--- config.mk ---
export PLATFORM = sky130hd
export DESIGN_NAME = sdf_ctrl
export DESIGN_NICKNAME = d
export VERILOG_FILES = /design/src/hw/rtl/sdf_pkg.sv /design/src/hw/rtl/sdf_ctrl.sv
export SDC_FILE = /design/constraint.sdc
export NUM_CORES = 1
export LEC_CHECK = 0
export BUFFER_PORTS_ARGS = -buffer_cell sky130_fd_sc_hd__buf_2
export CAP_MARGIN = 20
export CORE_MARGIN = 2
export CORE_UTILIZATION = 45
export CTS_BUF_LIST = sky130_fd_sc_hd__clkbuf_8
export CTS_CLUSTER_DIAMETER = 40
export DETAILED_ROUTE_END_ITERATION = 7
export PLACE_DENSITY_LB_ADDON = 0.12
export SLEW_MARGIN = 20
export SYNTH_ARGS = -nofsm -noshare
export SYNTH_HDL_FRONTEND = slang
export SYNTH_SLANG_ARGS = --single-unit
--- constraint.sdc ---
create_clock -name clk -period 5.52 [get_ports clk]
set_input_delay 1.104 -clock clk [delete_from_list [all_inputs] [get_ports clk]]
set_output_delay 1.104 -clock clk [all_outputs]
set_load 0.02 [all_outputs]
--- src/hw/rtl/sdf_pkg.sv ---
// Shared types, operation codes and saturation helpers for the smooth damp follower.
package sdf_pkg;

	localparam int MW  = 33;   // multiplier operand width (signed)
	localparam int PW  = 2 * MW; // product width
	localparam int DVW = 34;   // divisor width
	localparam int OPW = 5;

	typedef logic [OPW-1:0] op_t;

	// Shared setup sequence
	localparam op_t OP_DIVO    = 5'd0;
	localparam op_t OP_WOMEGA  = 5'd1;
	localparam op_t OP_MXDT    = 5'd2;
	localparam op_t OP_WX      = 5'd3;
	localparam op_t OP_MXX     = 5'd4;
	localparam op_t OP_WX2     = 5'd5;
	localparam op_t OP_MX2X    = 5'd6;
	localparam op_t OP_WX3     = 5'd7;
	localparam op_t OP_MK48    = 5'd8;
	localparam op_t OP_WDEN1   = 5'd9;
	localparam op_t OP_MK235   = 5'd10;
	localparam op_t OP_WDEN2   = 5'd11;
	localparam op_t OP_DIVE    = 5'd12;
	localparam op_t OP_WEX     = 5'd13;
	localparam op_t OP_MMS     = 5'd14;
	localparam op_t OP_WMC     = 5'd15;
	// Per-axis sequence
	localparam op_t OP_CHG     = 5'd16;
	localparam op_t OP_T2      = 5'd17;
	localparam op_t OP_MOC     = 5'd18;
	localparam op_t OP_WACC1   = 5'd19;
	localparam op_t OP_MACCDT  = 5'd20;
	localparam op_t OP_WTEMP   = 5'd21;
	localparam op_t OP_MOT     = 5'd22;
	localparam op_t OP_WACC2   = 5'd23;
	localparam op_t OP_MNV     = 5'd24;
	localparam op_t OP_WNV     = 5'd25;
	localparam op_t OP_MOUT    = 5'd26;
	localparam op_t OP_WOUT    = 5'd27;
	localparam op_t OP_SNAP    = 5'd28;

	typedef struct packed {
		logic load;
		logic exec;
		op_t  op;
		logic axis;
		logic push;
	} cmd_t;

	typedef struct packed {
		logic div_done;
		logic out_free;
	} status_t;

	function automatic logic signed [PW-1:0] sx(input logic signed [31:0] v);
		return {{(PW-32){v[31]}}, v};
	endfunction

	function automatic logic signed [31:0] sat32(input logic signed [PW-1:0] v);
		logic [PW-32:0] hi;
		hi = v[PW-1:31];
		if ((&hi) || (~|hi))
			return v[31:0];
		else if (v[PW-1])
			return 32'sh8000_0000;
		else
			return 32'sh7fff_ffff;
	endfunction

	function automatic logic [31:0] capu(input logic [PW-1:0] v);
		if (|v[PW-1:31])
			return 32'h7fff_ffff;
		else
			return {1'b0, v[30:0]};
	endfunction

endpackage

--- src/hw/rtl/sdf_ctrl.sv ---
// Sequencer that walks the operation program of the smooth damp follower.
module sdf_ctrl (
	input  logic            clk,
	input  logic            arst_n,
	input  logic            s_tvalid,
	output logic            s_tready,
	input  sdf_pkg::status_t status,
	output sdf_pkg::cmd_t   cmd
);
	import sdf_pkg::*;

	localparam logic [1:0] ST_IDLE  = 2'd0;
	localparam logic [1:0] ST_RUN   = 2'd1;
	localparam logic [1:0] ST_DWAIT = 2'd2;
	localparam logic [1:0] ST_PUSH  = 2'd3;

	logic [1:0] state_q;
	op_t        pc_q;
	logic       axis_q;

	assign s_tready = (state_q == ST_IDLE);

	always_comb begin
		cmd.load = s_tvalid && (state_q == ST_IDLE);
		cmd.exec = (state_q == ST_RUN);
		cmd.op   = pc_q;
		cmd.axis = axis_q;
		cmd.push = (state_q == ST_PUSH) && status.out_free;
	end

	always_ff @(posedge clk or negedge arst_n) begin
		if (!arst_n) begin
			state_q <= ST_IDLE;
			pc_q    <= OP_DIVO;
			axis_q  <= 1'b0;
		end else begin
			case (state_q)
				ST_IDLE: begin
					if (s_tvalid) begin
						state_q <= ST_RUN;
						pc_q    <= OP_DIVO;
						axis_q  <= 1'b0;
					end
				end
				ST_RUN: begin
					if (pc_q inside {OP_DIVO, OP_DIVE}) begin
						state_q <= ST_DWAIT;
					end else if (pc_q == OP_SNAP) begin
						if (!axis_q) begin
							axis_q <= 1'b1;
							pc_q   <= OP_CHG;
						end else begin
							state_q <= ST_PUSH;
						end
					end else begin
						pc_q <= pc_q + 1'b1;
					end
				end
				ST_DWAIT: begin
					if (status.div_done) begin
						state_q <= ST_RUN;
						pc_q    <= pc_q + 1'b1;
					end
				end
				ST_PUSH: begin
					if (status.out_free)
						state_q <= ST_IDLE;
				end
				default: state_q <= ST_IDLE;
			endcase
		end
	end

	a_done_in_wait: assert property (@(posedge clk) disable iff (!arst_n)
		status.div_done |-> state_q == ST_DWAIT)
		else $error("divider finished outside of a wait");

	a_push_free: assert property (@(posedge clk) disable iff (!arst_n)
		cmd.push |-> status.out_free)
		else $error("push into an occupied output register");

	a_load_starts: assert property (@(posedge clk) disable iff (!arst_n)
		cmd.load |=> state_q == ST_RUN && pc_q == OP_DIVO && !axis_q)
		else $error("accepted transfer did not start the program");
endmodule

# After elaboration in Yosys (flattened, before gate mapping)
# Cells that the tools add are included.
# Widths: inputs -> output; s select.
[totals] register_bits=8 out_inout_bits=10 elab_cells=44 input_bits=5
[classes] reduce_logical=10 n_mux=17 eq_ne=13 add_sub_neg=1
[op_table] op="$mux 5" n=5
[op_table] op="$pmux 5 s3" n=1
[op_table] op="$mux 2" n=6
[op_table] op="$reduce_and 5->1" n=2
[op_table] op="$ne 2x2->1 const B" n=4
[op_table] op="$pmux 2 s4" n=1
[op_table] op="$ne 3x1->1 const B" n=2
[op_table] op="$add 5x1->5 const B" n=1
[op_table] op="$eq 5x4->1 const B" n=1
[op_table] op="$eq 5x5->1 const B" n=1
[op_table] op="$logic_not 5->1" n=1
[op_table] op="$eq 2x2->1 const B" n=2
[op_table] op="$reduce_and 4->1" n=1
[op_table] op="$reduce_bool 2->1" n=2
[op_table] op="$mux 1" n=3
[op_table] op="$ne 3x3->1 const B" n=1
[op_table] op="$reduce_bool 3->1" n=1
[op_table] op="$eq 2x1->1 const B" n=1
[op_table] op="$logic_and 1x1->1" n=2
[op_table] op="$logic_not 2->1" n=1
[op_table] op="$ne 2x1->1 const B" n=1
[op_table] op="$pmux 1 s2" n=1

# Longest topological paths before layout
# Gate-level depths: netlist (run 1).
[depth] ltp_word=4 mapped_depth=6 ltp_nobuf=6

# Least setup slack after synthesis (run 1)
# No wires, ideal clock.
[synth_path] path_type="input port to output port" start="in s_tvalid" end="out cmd[8] (netlist bit)" required_ns=4.416 arrival_time_ns=1.337 stages=1 setup_slack_ns=3.079 path_buffers=0 cell_sequence="and2_1"
[synth_between] elab_chain_len=1
[synth_rtl] element="start, declared" line_no="sdf_ctrl.sv:5" rtl="input logic s_tvalid,"
[synth_rtl] element="$logic_and 1x1->1" line_no="sdf_ctrl.sv:24" rtl="cmd.load = s_tvalid && (state_q == ST_IDLE);"
[synth_rtl] element="end, declared" line_no="sdf_ctrl.sv:8" rtl="output sdf_pkg::cmd_t cmd"
# Every way passes these cells.

==> results of run 1 <==
-- cells in the mapped netlist --
library cell	number	area share (%)
a31o_4	1	2.7
nand2b_1	1	0.97
a31o_1	1	1.4
ha_1	7	14
nor2b_1	3	2.9
or3_4	1	1.7
mux2_1	2	3.5
nor3_1	2	1.6
nor3b_1	1	1.2
o21a_1	2	2.3
mux2_2	1	1.7
nand2_1	2	1.2
a31oi_1	3	2.9
and3_1	1	0.97
buf_4	1	1.2
and2_1	3	2.9
o21ai_0	2	1.6
nand4_1	1	0.97
xor2_1	1	1.4
inv_1	7	4.1
a21oi_1	3	2.3
dfrtp_1	8	31
buf_2	2	1.6
a311oi_2	1	2.3
nor2_1	6	3.5
nand3b_1	1	1.2
o2bb2ai_1	1	1.4
a221o_1	2	3.1
nand3_1	1	0.78
nor2b_4	1	2.1
-- worst min-delay path by stage --
stage                 from      to  slack, ns
floorplan           axis_q  axis_q       0.52
CTS                 axis_q  axis_q       0.57
global placement    axis_q  axis_q       0.54
global route        axis_q  axis_q       0.61
finish              axis_q  axis_q       0.56
detailed placement  axis_q  axis_q       0.56
-- final cells by class --
cell class / instances / area (um^2)
clock buffer: 3 / 41.29
tap: 15 / 18.77
sequential: 8 / 200.2
inverter: 7 / 26.28
multi-input combinational: 51 / 400.4
fill: 131 / 560.5
timing repair buffer: 14 / 70.07
-- report_power, final --
group | switching (W) | internal [W]
sequential | 0.0000161 | 0.0000719
combinational | 0.000126 | 0.0000972
clock | 0.0000216 | 0.0000471
total | 0.000164 | 0.000216
-- routing by layer --
layer	vias to the layer above	part of all wire [%]
li1	273	-
met1	240	49
met2	11	45
met3	2	4.8
met4	0	0.81
met5	-	0
-- flip-flops by register name, indices dropped and copies added, names as in the netlist --
name,count
pc_q,5
state_q,2
axis_q,1
-- cells in the final DEF (no fill, tap or decap), drive strengths merged, types with 3 or more instances in the layout --
cell and count:
a31oi 3, inv 7, buf 14, dfrtp 8
and2 3, nor2b 4, clkbuf 3, ha 7
nor2 6, mux2 3, a21oi 3
-- critical path, cell delays in order --
cell and delay (ns):
buf_2 0.12, and2_1 0.16, buf_2 0.15
-- logic make-up (layout without fill, tap and decap cells) --
kind of cell,count (synthesis),after routing,share of synthesized area (%)
flip-flops,8,8,31.07
AO/OA/AOI/OAI,16,16,20.00
multiplexers,3,3,5.242
adder cells (fa/ha/maj),7,7,13.59
XOR/XNOR,1,1,1.359
buffers and inverters,10,24,6.797
AND/OR/NAND/NOR,24,24,21.94
-- through the flow --
step	hold WS (ns)	cells
2_1_floorplan	0.5155	69
5_1_grt	0.6116	98
6_report	0.5561	98
3_3_place_gp	0.5393	95
3_5_place_dp	0.5587	95
4_1_cts	0.5677	98
==> impl_metrics.py, run 1 <==
metrics = {
    "critical_path": {
        "endpoint": "cmd[8]",
        "reg2regPathDepth": 6,
        "r2r-start": "state_q[0]",
        "crit_start": "s_tvalid",
        "r2r_slack_ns": 3.57,
        "worstReg2RegEnd": "pc_q[3]",
        "cp.arrival_ns": 1.54,
        "critPathLaunchType": "primary input",
        "worstPathMaxFanout": 2,
        "crit_type": "in2out",
        "cp-end-kind": "primary output",
        "crit_required_ns": 4.42,
    },
    "clock_tree": {
        "post-cts-setup-buffers": 0,
        "cts.repair.resized": 0,
        "numCtsBuffers": 3,
        "cts.sinks": 8,
        "root_buffer": "clkbuf_8",
        "cts_max_path_buffers": 2,
        "cts_max_level": 1,
        "cts_hold_buf": 0,
        "path_clk_slew_ns": 0.04,
        "clkLatencyLatePin_ns": 0.23,
        "cts_tree": "built",
    },
    "pwr": {
        "power_leakage_nw": 0.3861,
        "power_density_nw_per_um2": 502.1,
        "peakVddDrop_mv": 0.3111,
        "p_total_w": 0.0003800,
    },
    "sta": {
        "setup_tns_ns": 0,
        "max_slew_margin_pct": 70.89,
        "finalSetupViolCount": 0,
        "fin_skew_ns": 0.0006679,
        "period_needed_ns": 2.640,
        "worst_slew_pin_slew_ns": 0.4346,
        "rsz0062_at_grt": "false",
        "fin_ws_ns": 2.880,
        "post-route-period-util_pct": 47.83,
        "slew_violations": 0,
        "timing.fmax_ghz": 0.3788,
        "finalHoldViolCount": 0,
    },
    "layout": {
        "design_area_um2": 757.0,
        "drive_above_1_share_pct": 26.51,
        "nets": 97,
        "area_growth_pct": 17.48,
        "diodes": 0,
        "final_util_pct": 57.45,
    },
    "floorplanning": {
        "die_width_um": 41.84,
        "initial_core_util_pct": 48.91,
        "ios": 15,
        "die_h_um": 41.84,
        "die-area_um2": 1751,
        "row_count": 13,
        "core-area_um2": 1318,
    },
    "job": {
        "max-cap-violations": 0,
    },
    "routing": {
        "drc": 0,
        "ant_nets": 0,
        "routedWlPerCell_um": 12.67,
        "viasPerCell": 5.367,
        "routed-via-count": 526,
        "drtIter0Drc": 6,
        "first_pass_iters": 4,
        "routed_wirelength_um": 1242,
    },
    "global_routing": {
        "antenna_found_initial": 0,
        "track_usage_pct": 16.71,
        "grtUsageMet3_pct": 6.522,
        "gr-max-usage-layer": "met2",
        "grt_pass1_vias": 503,
        "grt_pass1_wl_um": 2256,
        "grt_max_degree": 11,
        "gr-total-overflow": 0,
        "use_met1_pct": 23.12,
        "grt_use_met2_pct": 24.38,
    },
    "yosys": {
        "syn-num-nets": 81,
        "yosys_warnings": 0,
        "ys_ff_latch": 8,
        "synth_cells": 69,
        "syn_avg_cell_area_um2": 9.339,
        "synthesis.area_um2": 644.4,
        "synth_cell_types": 30,
        "ys_seq_area_share_pct": 31.07,
    },
    "min_path": {
        "min_path_cells": 2,
        "worst_hold_path_type": "reg2reg",
    },
    "place": {
        "place_congestion": 0.8049,
        "placed_area_um2": 715.7,
        "dpl_worst_slack_ns": 2.878,
        "port_buffers": 14,
    },
    "run_status": {
        "status": "completed",
    },
}
Power figures use the tool's default switching activity.
==> run 2, diff against run 1 <==
==> constraint.sdc (replaced) <==
create_clock -name clk -period 2.6 [get_ports clk]
set_input_delay 0.52 -clock clk [delete_from_list [all_inputs] [get_ports clk]]
set_output_delay 0.52 -clock clk [all_outputs]
set_load 0.02 [all_outputs]
==> run 2 against run 1 <==
Against the previous run:
- via count is 2.3% lower
- sequential power is 110% higher
- utilization unchanged
- critical endpoint is now pc_q[3]
- largest cell class unchanged
==> impl_metrics.py, run 2 (synthesis gave the netlist of run 1 again) <==
metrics = {
    "global_routing": {
        "grt_max_degree": 11,
        "gr-total-overflow": 0,
        "grt_pass1_vias": 464,
        "antenna_found_initial": 0,
        "grt_pass1_wl_um": 2132,
        "track_usage_pct": 16.37,
    },
    "clock_tree": {
        "cts_tree": "built",
        "root_buffer": "clkbuf_8",
        "clkLatencyLatePin_ns": 0.23,
        "cts.sinks": 8,
        "cts.repair.resized": 0,
        "path_clk_slew_ns": 0.05,
        "post-cts-setup-buffers": 0,
        "cts_max_level": 1,
        "numCtsBuffers": 3,
        "cts_hold_buf": 0,
        "cts_max_path_buffers": 2,
    },
    "critical_path": {
        "cp.arrival_ns": 2.04,
        "critPathLaunchType": "register",
        "crit_start": "state_q[0]",
        "r2r_slack_ns": 0.67,
        "reg2regPathDepth": 6,
        "r2r-start": "state_q[0]",
        "worstReg2RegEnd": "pc_q[3]",
        "cp-end-kind": "register",
        "endpoint": "pc_q[3]",
        "crit_required_ns": 2.71,
        "crit_type": "reg2reg",
        "worstPathMaxFanout": 5,
    },
    "floorplanning": {
        "core-area_um2": 1318,
        "die_width_um": 41.84,
        "ios": 15,
        "initial_core_util_pct": 48.91,
        "die-area_um2": 1751,
        "die_h_um": 41.84,
        "row_count": 13,
    },
    "sta": {
        "finalHoldViolCount": 0,
        "setup_tns_ns": 0,
        "rsz0062_at_grt": "false",
        "post-route-period-util_pct": 74.14,
        "slew_violations": 0,
        "period_needed_ns": 1.928,
        "max_slew_margin_pct": 71.28,
        "worst_slew_pin_slew_ns": 0.4276,
        "fin_skew_ns": 0.003699,
        "finalSetupViolCount": 0,
        "timing.fmax_ghz": 0.5188,
    },
    "pwr": {
        "power_density_nw_per_um2": 1075,
        "p_int_w": 0.0004595,
        "p_seq_share_pct": 22.9,
        "power_leakage_nw": 0.3861,
        "p_total_w": 0.0008137,
        "switchingPower_w": 0.0003543,
        "peakVddDrop_mv": 0.6691,
        "comb_power_share_pct": 57.9,
        "clkPwrFrac_pct": 19.2,
        "netSwitchingFraction_pct": 43.53,
    },
    "routing": {
        "drc": 0,
        "viasPerCell": 5.245,
        "ant_nets": 0,
        "routed_wirelength_um": 1250,
        "routedWlPerCell_um": 12.76,
        "drtIter0Drc": 8,
        "routed-via-count": 514,
        "first_pass_iters": 4,
    },
    "run_status": {
        "status": "completed",
    },
    "min_path": {
        "worst_hold_path_type": "in2async",
    },
    "layout": {
        "area.sequential_um2": 200.2,
        "multiInputGateArea_um2": 400.4,
        "area_growth_pct": 17.48,
        "final_common_cell": "buf_2",
        "fillers": 119,
        "regMostFlops": "pc_q",
        "layout_common_cells": "buf_2 (14), dfrtp_1 (8), inv_1 (7), ha_1 (7), nor2_1 (6)",
        "design_area_um2": 757.0,
        "reg_top3": "pc_q x5, state_q x2, axis_q x1",
        "drive_above_1_share_pct": 26.51,
        "nets": 97,
        "largest_reg_flops": 5,
        "diodes": 0,
    },
    "place": {
        "port_buffers": 14,
        "place_congestion": 0.8411,
        "placed_area_um2": 715.7,
        "place_hpwl_um": 926.9,
    },
    "job": {
        "max-cap-violations": 0,
    },
}
-- run 2: cell counts in the layout (fill, tap and decap cells not counted) --
Identical to the previous run, type by type.
-- run 2: final cells by class --
class,count,area share (%)
flip-flops and latches,8,26.45
well taps,15,2.479
clock buffers,3,5.455
multi-input cells,51,52.89
inverters,7,3.471
repair buffers,14,9.256
-- run 2: layer usage --
metal	global-route usage, %	up-vias	part of all wire [%]
li1	-	272	-
met3	6.522	0	5.6
met1	23.18	229	53
met4	5.806	0	0
met5	0	-	0
met2	22.19	13	41
-- run 2: worst min path at each step --
stage / start / to / slack, ns / cells after the start
after CTS: arst_n / axis_q / 0.13 / 1
after floorplan: arst_n / axis_q / 0.22 / 0
final: arst_n / axis_q / 0.12 / 1
after detailed placement: arst_n / axis_q / 0.38 / 1
after global routing: arst_n / axis_q / 0.14 / 1
after global placement: arst_n / axis_q / 0.37 / 1
-- run 2: per-stage QoR --
step           setup WS (ns)  hold slack [ns]  cells  utilization [%]
2_1_floorplan         0.6552           0.2244     69                -
3_3_place_gp          0.7214           0.3740     95            54.32
3_5_place_dp          0.6818           0.3825     95            54.32
4_1_cts               0.6773           0.1263     98            57.45
5_1_grt               0.5862           0.1380     98            57.45
6_report              0.6723           0.1209     98            57.45
-- run 2: power by group through the flow --
stage | clock, W | combinational [W] | sequential (W)
6_report | 0.000157 | 0.000471 | 0.000186
3_3_place_gp | 0 | 0.000472 | 0.000186
5_1_grt | 0.000169 | 0.000524 | 0.000192
2_1_floorplan | 0 | 0.000367 | 0.000189
4_1_cts | 0.000159 | 0.000470 | 0.000186
3_5_place_dp | 0 | 0.000467 | 0.000188
-- run 2: worst max-delay path, cell delays in order, from the launching register on --
cell     delay, ns
dfrtp_1       0.40
inv_1         0.09
ha_1          0.23
nor2b_4       0.14
or3_4         0.37
a31o_4        0.24
a221o_1       0.34
